### src/hdl/first_order_tustin_filter_unit_assert.svh
// Assertion macros for the first-order Tustin filter unit.
// Included by the top level; the bodies are empty in synthesis builds.
`ifndef FIRST_ORDER_TUSTIN_FILTER_UNIT_ASSERT_SVH
`define FIRST_ORDER_TUSTIN_FILTER_UNIT_ASSERT_SVH
`ifndef SYNTHESIS
`define FOTF_ASSERT(lbl, clk, rstn, prop, msg) \
  lbl: assert property (@(posedge clk) disable iff (!rstn) (prop)) else $error(msg);
`define FOTF_ASSERT_NEXT(lbl, clk, rstn, ante, cons, msg) \
  lbl: assert property (@(posedge clk) disable iff (!rstn) (ante) |=> (cons)) else $error(msg);
`else
`define FOTF_ASSERT(lbl, clk, rstn, prop, msg)
`define FOTF_ASSERT_NEXT(lbl, clk, rstn, ante, cons, msg)
`endif
`endif

### src/hdl/fotf_pkg.sv
// Shared types and constants of the first-order Tustin filter unit.
// No dependencies; imported by every module of the block.
`default_nettype none
package fotf_pkg;

  localparam int unsigned DataW   = 32;
  localparam int unsigned CoefW   = 35;
  localparam int unsigned ProdW   = CoefW + DataW;
  localparam int unsigned SumW    = ProdW + 2;
  localparam int unsigned MagW    = SumW - 1;
  localparam int unsigned DivBits = 32;
  localparam int unsigned CntW    = $clog2(DivBits);
  localparam int unsigned CfgIdxW = 3;

  localparam logic [DataW-1:0] RstCoefA    = 32'd65536;
  localparam logic [DataW-1:0] RstCoefB    = 32'd65536;
  localparam logic [DataW-1:0] RstCoefC    = 32'd0;
  localparam logic [DataW-1:0] RstCoefD    = 32'd65536;
  localparam logic [DataW-1:0] RstStepTime = 32'd4294967;
  localparam logic [DataW-1:0] RstInitIn   = 32'd0;
  localparam logic [DataW-1:0] RstInitOut  = 32'd0;

  localparam logic [DataW-1:0] SatMax = 32'h7FFF_FFFF;
  localparam logic [DataW-1:0] SatMin = 32'h8000_0000;

  typedef enum logic [CfgIdxW-1:0] {
    REG_COEF_A    = 3'd0,
    REG_COEF_B    = 3'd1,
    REG_COEF_C    = 3'd2,
    REG_COEF_D    = 3'd3,
    REG_STEP_TIME = 3'd4,
    REG_INIT_IN   = 3'd5,
    REG_INIT_OUT  = 3'd6
  } cfg_reg_e;

  typedef struct packed {
    logic signed [DataW-1:0] coef_a;
    logic signed [DataW-1:0] coef_b;
    logic signed [DataW-1:0] coef_c;
    logic signed [DataW-1:0] coef_d;
    logic        [DataW-1:0] step_time;
    logic signed [DataW-1:0] initial_input;
    logic signed [DataW-1:0] initial_output;
  } cfg_t;

  typedef enum logic [3:0] {
    ST_IDLE,
    ST_DT,
    ST_COEF,
    ST_MUL,
    ST_SUM,
    ST_ABS,
    ST_CHK,
    ST_DIV,
    ST_FIN
  } fsm_state_e;

  typedef struct packed {
    logic load_in;
    logic calc_dt;
    logic calc_coef;
    logic calc_mul;
    logic calc_sum;
    logic calc_abs;
    logic div_init;
    logic div_step;
    logic finish;
  } cmd_t;

  typedef struct packed {
    logic den_zero;
  } sts_t;

endpackage
`default_nettype wire

### src/hdl/fotf_ctrl.sv
// Sequencing state machine of the first-order Tustin filter unit.
// Depends on fotf_pkg; drives datapath commands and the output valid.
`default_nettype none
module fotf_ctrl (
  input  wire logic           clk_i,
  input  wire logic           rst_ni,
  input  wire logic           in_valid_i,
  output logic                in_ready_o,
  output logic                out_valid_o,
  input  wire logic           out_ready_i,
  input  wire fotf_pkg::sts_t sts_i,
  output fotf_pkg::cmd_t      cmd_o
);
  import fotf_pkg::*;

  fsm_state_e state_q, state_d;
  logic [CntW-1:0] cnt_q, cnt_d;
  logic out_valid_q, out_valid_d;
  logic out_free;

  assign out_free = !out_valid_q || out_ready_i;

  always_comb begin
    state_d     = state_q;
    cnt_d       = cnt_q;
    out_valid_d = out_valid_q;
    cmd_o       = '0;
    in_ready_o  = 1'b0;
    if (out_valid_q && out_ready_i) begin
      out_valid_d = 1'b0;
    end
    unique case (state_q)
      ST_IDLE: begin
        in_ready_o = 1'b1;
        if (in_valid_i) begin
          cmd_o.load_in = 1'b1;
          state_d       = ST_DT;
        end
      end
      ST_DT: begin
        cmd_o.calc_dt = 1'b1;
        state_d       = ST_COEF;
      end
      ST_COEF: begin
        cmd_o.calc_coef = 1'b1;
        state_d         = ST_MUL;
      end
      ST_MUL: begin
        cmd_o.calc_mul = 1'b1;
        state_d        = sts_i.den_zero ? ST_FIN : ST_SUM;
      end
      ST_SUM: begin
        cmd_o.calc_sum = 1'b1;
        state_d        = ST_ABS;
      end
      ST_ABS: begin
        cmd_o.calc_abs = 1'b1;
        state_d        = ST_CHK;
      end
      ST_CHK: begin
        cmd_o.div_init = 1'b1;
        cnt_d          = '0;
        state_d        = ST_DIV;
      end
      ST_DIV: begin
        cmd_o.div_step = 1'b1;
        cnt_d          = cnt_q + 1'b1;
        if (cnt_q == CntW'(DivBits - 1)) begin
          state_d = ST_FIN;
        end
      end
      ST_FIN: begin
        if (out_free) begin
          cmd_o.finish = 1'b1;
          out_valid_d  = 1'b1;
          state_d      = ST_IDLE;
        end
      end
      default: state_d = ST_IDLE;
    endcase
  end

  always_ff @(posedge clk_i or negedge rst_ni) begin
    if (!rst_ni) begin
      state_q     <= ST_IDLE;
      cnt_q       <= '0;
      out_valid_q <= 1'b0;
    end else begin
      state_q     <= state_d;
      cnt_q       <= cnt_d;
      out_valid_q <= out_valid_d;
    end
  end

  assign out_valid_o = out_valid_q;

endmodule
`default_nettype wire

### config.mk
export PLATFORM = sky130hd
export DESIGN_NAME = fotf_ctrl
export DESIGN_NICKNAME = d
export VERILOG_FILES = /design/src/hdl/first_order_tustin_filter_unit_assert.svh /design/src/hdl/fotf_pkg.sv /design/src/hdl/fotf_ctrl.sv
export SDC_FILE = /design/constraint.sdc
export NUM_CORES = 1
export LEC_CHECK = 0
export BUFFER_PORTS_ARGS = -buffer_cell sky130_fd_sc_hd__buf_2
export CORE_MARGIN = 3
export CORE_UTILIZATION = 44
export CTS_CLUSTER_DIAMETER = 60
export DETAILED_ROUTE_END_ITERATION = 7
export GPL_TIMING_DRIVEN = 0
export HOLD_SLACK_MARGIN = 0.02
export PLACE_DENSITY = 0.79
export REMOVE_ABC_BUFFERS = 1
export SYNTH_ARGS = -nofsm -noshare
export SYNTH_HDL_FRONTEND = slang
export SYNTH_SLANG_ARGS = --single-unit
### constraint.sdc
create_clock -name clk_i -period 1.3 [get_ports clk_i]
set_input_delay 0.26 -clock clk_i [delete_from_list [all_inputs] [get_ports clk_i]]
set_output_delay 0.26 -clock clk_i [all_outputs]
set_load 0.05 [all_outputs]
==> flow_summary.ini <==
[run_status]
status = finished, violations left
violations = setup timing

[drt]
drt_pass1_iterations = 4
ant_nets = 0
via_per_inst = 5.70
avgRoutedWirePerCell_um = 17.4
drc = 0
drtIter0Drc = 17
vias = 621
totalWireLength_mm = 1.90

[setup_path]
r2r_start = cnt_q[0]
reg2reg_slack_ns = -0.25
path_class = flop to output port
crit_path_end_kind = output port
critPathArrivalTime_ns = 1.38
cp-start-kind = flop
cp-startpoint = state_q[0]
required_ns = 1.04
crit_path_max_fanout = 5

[clock_tree]
clk_path_buf_depth = 2
cts_buffers = 3
cts_sinks = 10
cts.clk_slew.worst_paths_ns = 0.06
clock_latency_ns = 0.27
cts_tree = built
cts_htree_levels = 1
root_buffer = clkbuf_4

[global_routing]
track_usage_pct = 22.5
grt_max_degree = 12
antenna_found_initial = 0
grt_pass1_wl_mm = 2.96
grt-ovfl-total = 0
grt_pass1_vias = 664

[timing]
setup_viol = 17
slew_headroom_pct = 82.7
hold_ws_ns = 0.255
min_period_over_period_pct = 126
final-hold-violation-count = 0
worst_slew_pin_slew_ns = 0.260
rsz0062_at_grt = true
fin_ws_ns = -0.336
drv_slew = 0
fmax_ghz = 0.611
min_period_ns = 1.64
clock_skew_ns = 0.00553

[synthesis]
synth_top_area_share_pct = 42.7
synth_common_cells = 10 x dfrtp_1, 5 x nand2_1, 5 x nand2b_1, 5 x nor3_1
ys_ff_latch = 10
synth.most_common_cell = dfrtp_1
synth_edf_count = 0
synthCells = 62
yosys-top-cells-area = dfrtp_1 43%, nand2b_1 5.3%, a22o_1 4.5%, ha_1 4.3%, nor3_1 4.3%
syn_avg_cell_area_sq_um = 9.44
synth_ff_type = dfrtp_1
ys_types = 25
synth_top_cell_by_area = dfrtp_1
synthArstFlopShare_pct = 100
seq_area_frac_synth_pct = 42.7
synthesis.area_sq_um = 586
yosys_warnings = 0

[die]
num_rows = 12
initial_core_util_pct = 50.0
dieWidth_um = 42.5
fp.coreArea_sq_um = 1170
ios = 16
dieArea_sq_um = 1800
chipHeight_um = 42.5

[place]
portBuffers = 15
dp_hpwl_um = 816
gp_congestion = 0.742
dp_slack_ns = -0.284

[final_layout]
area.growth.synth_to_final_pct = 65.6
utilization_pct = 82.8
fin_nets = 104
diodes = 0
drive_above_1_share_pct = 58.9
fill_cells = 65

[power]
power.density_nw_per_um2 = 2580
p_leak_nw = 0.465
power_mw = 2.50
ir_drop_mv = 2.05

[job]
cap_violations = 0

[hold_path]
min_path_type = input pin to flop
min-delay-start = sts_i
-- state kept, by name, summed over array words and instances (netlist names) --
signal	flops
out_valid_o	1
cnt_q	5
state_q	4
-- final timing paths --
check,depth (start not counted),end
max in group asynchronous,2,state_q[3]
worst min register to register,1,cnt_q[2]
min in group asynchronous,2,cnt_q[3]
worst max-delay path,3,cmd_o[8]
worst min-delay path,3,state_q[2]
worst max register to register,6,state_q[1]
-- per-stage QoR --
stage | std cells | cell area [sq um] | TNS, ns
floorplan | 57 | 553 | -5.96
global placement | 86 | 646 | -1.56
detailed placement | 86 | 646 | -1.73
CTS | 107 | 880 | -2.99
global route | 109 | 970 | -5.12
finish | 109 | 970 | -3.82
-- cell families after synthesis --
group	count (synthesis)	synth area share, %
and+or+nand+nor	30	29.3
AOI/OAI and AO/OA	10	12.0
DFF	10	42.7
buffers and inverters	7	6.84
muxes	2	3.42
adders and majority gates	2	4.27
xor gates and xnor gates	1	1.50
-- cell type report --
| type | instances | area, sq um | area share, % |
|---|---|---|---|
| multi-input combinational | 45 | 368 | 37.9 |
| tap | 14 | 17.5 | 1.81 |
| timing repair buffer | 35 | 299 | 30.8 |
| inverter | 2 | 7.51 | 0.774 |
| clock buffer | 3 | 22.5 | 2.32 |
| sequential | 10 | 255 | 26.3 |
-- timing repair --
item | 4_1_cts | 5_1_grt
gates resized for setup | 27 | 17
endpoints found under the setup margin | 15 | 19
pin swaps | 4 | 5
buffers inserted | 17 | 3
hold buffers | 1 | 0
endpoints found under the hold margin | 10 | 0
-- placed cells by master, fill, tap and decap left out, types with 2 or more instances in the layout --
cell type / n
nor3_2: 2
nor2_1: 2
dfrtp_1: 6
inv_1: 2
nand3b_1: 2
nand2b_1: 5
dfrtp_2: 4
clkbuf_4: 3
mux2i_1: 2
a22o_1: 3
buf_6: 11
buf_2: 6
nor3_1: 2
a21oi_1: 2
nand2_1: 4
buf_4: 16
-- critical path, stage by stage (launching register included) --
cell	delay, ns
dfrtp_2	0.47
nor4_4	0.30
and2_1	0.17
buf_6	0.16
-- layer usage --
metal	GRT usage (%)	wire [um]	up-vias
met5	0	0	-
met2	37.1	952	33
met4	9.94	46	0
met3	10.3	130	8
met1	24.5	768	300
li1	-	-	280
-- power by group --
part / switching [mW] / total [mW] / internal, mW
clock: 0.106 / 0.213 / 0.107
combinational: 0.914 / 1.66 / 0.746
sequential: 0.206 / 0.625 / 0.419
total: 1.23 / 2.50 / 1.27
No activity file was read; power rests on OpenSTA's default activity.
