<file path="config.mk">
export PLATFORM = sky130hd
export DESIGN_NAME = fotf_cfg
export DESIGN_NICKNAME = d
export VERILOG_FILES = /design/src/hdl/first_order_tustin_filter_unit_assert.svh /design/src/hdl/fotf_pkg.sv /design/src/hdl/fotf_cfg.sv
export SDC_FILE = /design/constraint.sdc
export NUM_CORES = 1
export LEC_CHECK = 0
export BUFFER_PORTS_ARGS = -buffer_cell sky130_fd_sc_hd__buf_2
export CAP_MARGIN = 40
export CORE_ASPECT_RATIO = 0.7
export CORE_UTILIZATION = 39
export CTS_CLUSTER_SIZE = 25
export DETAILED_ROUTE_END_ITERATION = 12
export PLACE_DENSITY = 0.69
export SETUP_SLACK_MARGIN = 0.15
export SYNTH_ARGS = -nofsm -noshare
export SYNTH_HDL_FRONTEND = slang
export SYNTH_SLANG_ARGS = --single-unit
</file>
<file path="constraint.sdc">
create_clock -name clk_i -period 2 [get_ports clk_i]
set_input_delay 0.2 -clock clk_i [delete_from_list [all_inputs] [get_ports clk_i]]
set_output_delay 0.2 -clock clk_i [all_outputs]
set_load 0.05 [all_outputs]
</file>
<file path="src/hdl/first_order_tustin_filter_unit_assert.svh">
// Assertion macros for the first-order Tustin filter unit.
// Included by the top level; the bodies are empty in synthesis builds.
`ifndef FIRST_ORDER_TUSTIN_FILTER_UNIT_ASSERT_SVH
`define FIRST_ORDER_TUSTIN_FILTER_UNIT_ASSERT_SVH
`ifndef SYNTHESIS
`define FOTF_ASSERT(lbl, clk, rstn, prop, msg) \
  lbl: assert property (@(posedge clk) disable iff (!rstn) (prop)) else $error(msg);
`define FOTF_ASSERT_NEXT(lbl, clk, rstn, ante, cons, msg) \
  lbl: assert property (@(posedge clk) disable iff (!rstn) (ante) |=> (cons)) else $error(msg);
`else
`define FOTF_ASSERT(lbl, clk, rstn, prop, msg)
`define FOTF_ASSERT_NEXT(lbl, clk, rstn, ante, cons, msg)
`endif
`endif

</file>
<file path="src/hdl/fotf_pkg.sv">
// Shared types and constants of the first-order Tustin filter unit.
// No dependencies; imported by every module of the block.
`default_nettype none
package fotf_pkg;

  localparam int unsigned DataW   = 32;
  localparam int unsigned CoefW   = 35;
  localparam int unsigned ProdW   = CoefW + DataW;
  localparam int unsigned SumW    = ProdW + 2;
  localparam int unsigned MagW    = SumW - 1;
  localparam int unsigned DivBits = 32;
  localparam int unsigned CntW    = $clog2(DivBits);
  localparam int unsigned CfgIdxW = 3;

  localparam logic [DataW-1:0] RstCoefA    = 32'd65536;
  localparam logic [DataW-1:0] RstCoefB    = 32'd65536;
  localparam logic [DataW-1:0] RstCoefC    = 32'd0;
  localparam logic [DataW-1:0] RstCoefD    = 32'd65536;
  localparam logic [DataW-1:0] RstStepTime = 32'd4294967;
  localparam logic [DataW-1:0] RstInitIn   = 32'd0;
  localparam logic [DataW-1:0] RstInitOut  = 32'd0;

  localparam logic [DataW-1:0] SatMax = 32'h7FFF_FFFF;
  localparam logic [DataW-1:0] SatMin = 32'h8000_0000;

  typedef enum logic [CfgIdxW-1:0] {
    REG_COEF_A    = 3'd0,
    REG_COEF_B    = 3'd1,
    REG_COEF_C    = 3'd2,
    REG_COEF_D    = 3'd3,
    REG_STEP_TIME = 3'd4,
    REG_INIT_IN   = 3'd5,
    REG_INIT_OUT  = 3'd6
  } cfg_reg_e;

  typedef struct packed {
    logic signed [DataW-1:0] coef_a;
    logic signed [DataW-1:0] coef_b;
    logic signed [DataW-1:0] coef_c;
    logic signed [DataW-1:0] coef_d;
    logic        [DataW-1:0] step_time;
    logic signed [DataW-1:0] initial_input;
    logic signed [DataW-1:0] initial_output;
  } cfg_t;

  typedef enum logic [3:0] {
    ST_IDLE,
    ST_DT,
    ST_COEF,
    ST_MUL,
    ST_SUM,
    ST_ABS,
    ST_CHK,
    ST_DIV,
    ST_FIN
  } fsm_state_e;

  typedef struct packed {
    logic load_in;
    logic calc_dt;
    logic calc_coef;
    logic calc_mul;
    logic calc_sum;
    logic calc_abs;
    logic div_init;
    logic div_step;
    logic finish;
  } cmd_t;

  typedef struct packed {
    logic den_zero;
  } sts_t;

endpackage
`default_nettype wire

</file>
<file path="src/hdl/fotf_cfg.sv">
// Configuration register file of the first-order Tustin filter unit.
// Depends on fotf_pkg; pulses a state reload after each valid write to a defined register.
`default_nettype none
module fotf_cfg (
  input  wire logic                         clk_i,
  input  wire logic                         rst_ni,
  input  wire logic                         cfg_valid_i,
  output logic                              cfg_ready_o,
  input  wire logic [fotf_pkg::CfgIdxW-1:0] cfg_index_i,
  input  wire logic [fotf_pkg::DataW-1:0]   cfg_data_i,
  output fotf_pkg::cfg_t                    cfg_o,
  output logic                              reload_o
);
  import fotf_pkg::*;

  cfg_t cfg_q, cfg_d;
  logic reload_q, reload_d;
  logic wr;

  assign cfg_ready_o = 1'b1;
  assign wr          = cfg_valid_i && cfg_ready_o;

  always_comb begin
    cfg_d    = cfg_q;
    reload_d = 1'b0;
    if (wr) begin
      reload_d = 1'b1;
      unique case (cfg_index_i)
        REG_COEF_A:    cfg_d.coef_a         = cfg_data_i;
        REG_COEF_B:    cfg_d.coef_b         = cfg_data_i;
        REG_COEF_C:    cfg_d.coef_c         = cfg_data_i;
        REG_COEF_D:    cfg_d.coef_d         = cfg_data_i;
        REG_STEP_TIME: cfg_d.step_time      = cfg_data_i;
        REG_INIT_IN:   cfg_d.initial_input  = cfg_data_i;
        REG_INIT_OUT:  cfg_d.initial_output = cfg_data_i;
        default:       reload_d             = 1'b0;
      endcase
    end
  end

  always_ff @(posedge clk_i or negedge rst_ni) begin
    if (!rst_ni) begin
      cfg_q.coef_a         <= RstCoefA;
      cfg_q.coef_b         <= RstCoefB;
      cfg_q.coef_c         <= RstCoefC;
      cfg_q.coef_d         <= RstCoefD;
      cfg_q.step_time      <= RstStepTime;
      cfg_q.initial_input  <= RstInitIn;
      cfg_q.initial_output <= RstInitOut;
      reload_q             <= 1'b0;
    end else begin
      cfg_q    <= cfg_d;
      reload_q <= reload_d;
    end
  end

  assign cfg_o    = cfg_q;
  assign reload_o = reload_q;

endmodule
`default_nettype wire

</file>
==> flow_summary_export.csv <==
group,metric,value,unit
run_status,status,"completed",
min_path,min_path_type,"input pin to register",
detailed_routing,avgRoutedWirePerCell,19.55,um
detailed_routing,drt_iter0_markers,193,
power_and_ir_drop,p_clk_share,25.8,%
setup_path,startpoint,"cfg_valid_i",
synth,ys_warn_count,0,
clocking,cts_buffer_depth,3,
place,place_congestion,0.7513,
timing,min_period,1637,ps
timing,fmax,611.0,MHz
floorplan,die_width,178.3,um
synth,syn_inst,488,
detailed_routing,drt_drc_violations_left,0,
power_and_ir_drop,power_density,1487,nW/um2
timing,setup-violations-final,0,
grt,grt_antenna_before_repair,0,
clocking,root_buffer,"clkbuf_16",
synth,synth_seq_cells,225,
clocking,cts_resized,0,
grt,grt_overflow,0,
final_layout,multi_input_comb_area,2658,um2
setup_path,cp.required,2370,ps
setup_path,critPathCaptureType,"register",
grt,grtUsageTotal,18.83,%
final_layout,nNetsFinal,810,
power_and_ir_drop,comb_power_share,37.2,%
timing,rsz0062_at_grt,"no",
detailed_routing,vias,5207,
place,port_buffers,262,
final_layout,fin_util,52.45,%
clocking,worstSkewPairLatency,500,ps
setup_path,crit_arrival,2010,ps
power_and_ir_drop,p_switching,6775,uW
floorplan,rows,44,
setup_path,critical_path_class,"input pin to register",
synth,synthesis.area,8486,um2
synth,ys_types,13,
timing,setup_tns,0,ps
timing,slew_viol_final,0,
power_and_ir_drop,p_leak,0.005280,uW
power_and_ir_drop,seqPwrFrac,37.0,%
grt,grt_pass1_wl,32.44,mm
clocking,htree_levels,1,
final_layout,layout_common_cells,"261 x buf_2, 212 x dfrtp_1, 199 x mux2_2",
final_layout,design_area,11030,um2
floorplan,dieArea,22360,um2
place,dpl_cell_area,10180,um2
power_and_ir_drop,ir_drop,0.001015,V
min_path,holdCritStartpoint,"cfg_data_i[30]",
final_layout,antenna_cells,0,
clocking,cts_sinks,225,
final_layout,final_common_cell,"buf_2",
power_and_ir_drop,switching_share,41.31,%
floorplan,boundaryPins,264,
synth,syn-mean-instance-area,17.39,um2
power_and_ir_drop,internal_power,9623,uW
setup_path,regToRegStartpoint,"cfg_o[213]",
setup_path,crit_fanout,24,
final_layout,drive_gt1_share,67.47,%
detailed_routing,drt_wl_total,20.78,mm
synth,yosysSeqAreaShare,66.54,%
setup_path,cp-start-kind,"input pin",
detailed_routing,via_per_inst,4.898,
job,maxCapViolCount,0,
timing,fin_skew,0,ps
timing,finalHoldViolations,0,
synth,synth_nets,526,
clocking,cts_inserted_buffers,22,
detailed_routing,first_pass_iters,4,
detailed_routing,ant_nets,0,
clocking,clk_pin_slew,60,ps
timing,fin_crit_sh,81.83,%
final_layout,seqCellArea,5647,um2
floorplan,dieHeight,125.4,um
grt,grt_max_degree,57,
floorplan,start_util,40.35,%
clocking,cts_tree,"done",
final_layout,fill_cells,1798,
final_layout,area_delta_synth_final,29.98,%
floorplan,coreArea,21030,um2
place,hpwl,14.18,mm
grt,first_global_vias,5413,
## cells in the mapped netlist
cell type | count | area [um2]
buf_6 | 12 | 135.1
nor4bb_1 | 3 | 30.03
dfrtp_1 | 212 | 5305
mux2_2 | 199 | 2241
a31oi_1 | 1 | 6.260
inv_1 | 1 | 3.750
nand4b_1 | 3 | 26.28
buf_4 | 1 | 7.510
mux2_1 | 25 | 281.5
conb_1 | 1 | 3.750
nor4b_4 | 1 | 23.77
buf_2 | 16 | 80.08
dfstp_2 | 13 | 341.6
## registers in the layout (all words and copies together) (netlist names)
register / count
cfg_o: 224
reload_o: 1
## worst paths after layout
kind	end	slack, ps	cells after the start
setup / recovery	cfg_o[139]	360	5
hold reg to reg	cfg_o[167]	480	1
hold / removal	cfg_o[222]	30	2
min in group asynchronous	cfg_o[30]	210	2
max in group asynchronous	cfg_o[176]	1090	3
setup reg to reg	cfg_o[213]	1190	1
## layer usage
layer | up-vias | GRT usage, % | part of all wire [%]
met5 | - | 0 | 0
met4 | 0 | 5.135 | 2.4
met3 | 35 | 5.170 | 6.9
met2 | 168 | 27.51 | 43
met1 | 2698 | 27.45 | 47
li1 | 2306 | - | -
## power groups by stage
| stage | sequential, uW | clock, uW | combinational (uW) |
|---|---|---|---|
| finish | 6070 | 4230 | 6100 |
| floorplan | 9720 | 0 | 936 |
| global route | 6210 | 4560 | 6330 |
| global placement | 6100 | 0 | 6090 |
| CTS | 6070 | 4370 | 6150 |
| detailed placement | 6140 | 0 | 6120 |
## cells by family after synthesis
kind of cell    after synthesis  synth area share [%]
buf+inv                      30                 2.669
flops                       225                 66.54
mux                         224                 29.73
compound gates                1               0.07377
simple gates                  7                0.9437
other cells                   1               0.04419
## final cells by class
cell class	instances	area share [%]
Inverter	1	0.03403
Clock buffer	36	6.478
Sequential cell	225	51.20
Multi-Input combinational cell	233	24.10
Clock inverter	3	0.3630
Tap cell	276	3.131
Timing Repair Buffer	289	14.70
## per-stage QoR
step                worst slack [ps]  hold WS, ps  power, uW  cells
floorplan                      592.5       -95.59      10660    488
global placement               436.5        144.8      12180   1015
detailed placement             392.2        143.4      12260   1015
CTS                            370.1       0.5898      16590   1063
global route                   277.6        10.47      17090   1063
finish                         363.3        27.94      16400   1063
## timing repair
action | CTS | global route
setup buffers | 0 | 0
hold buffers | 9 | 0
endpoints found under the setup margin | 0 | 0
hold endpoints to repair | 107 | 0
## worst max-delay path, cell delays in order
cell	delay (ps)
dlygate4sd3_1	530
buf_2	190
nor4bb_4	330
buf_4	380
mux2_2	380
Power figures use the tool's default switching activity.
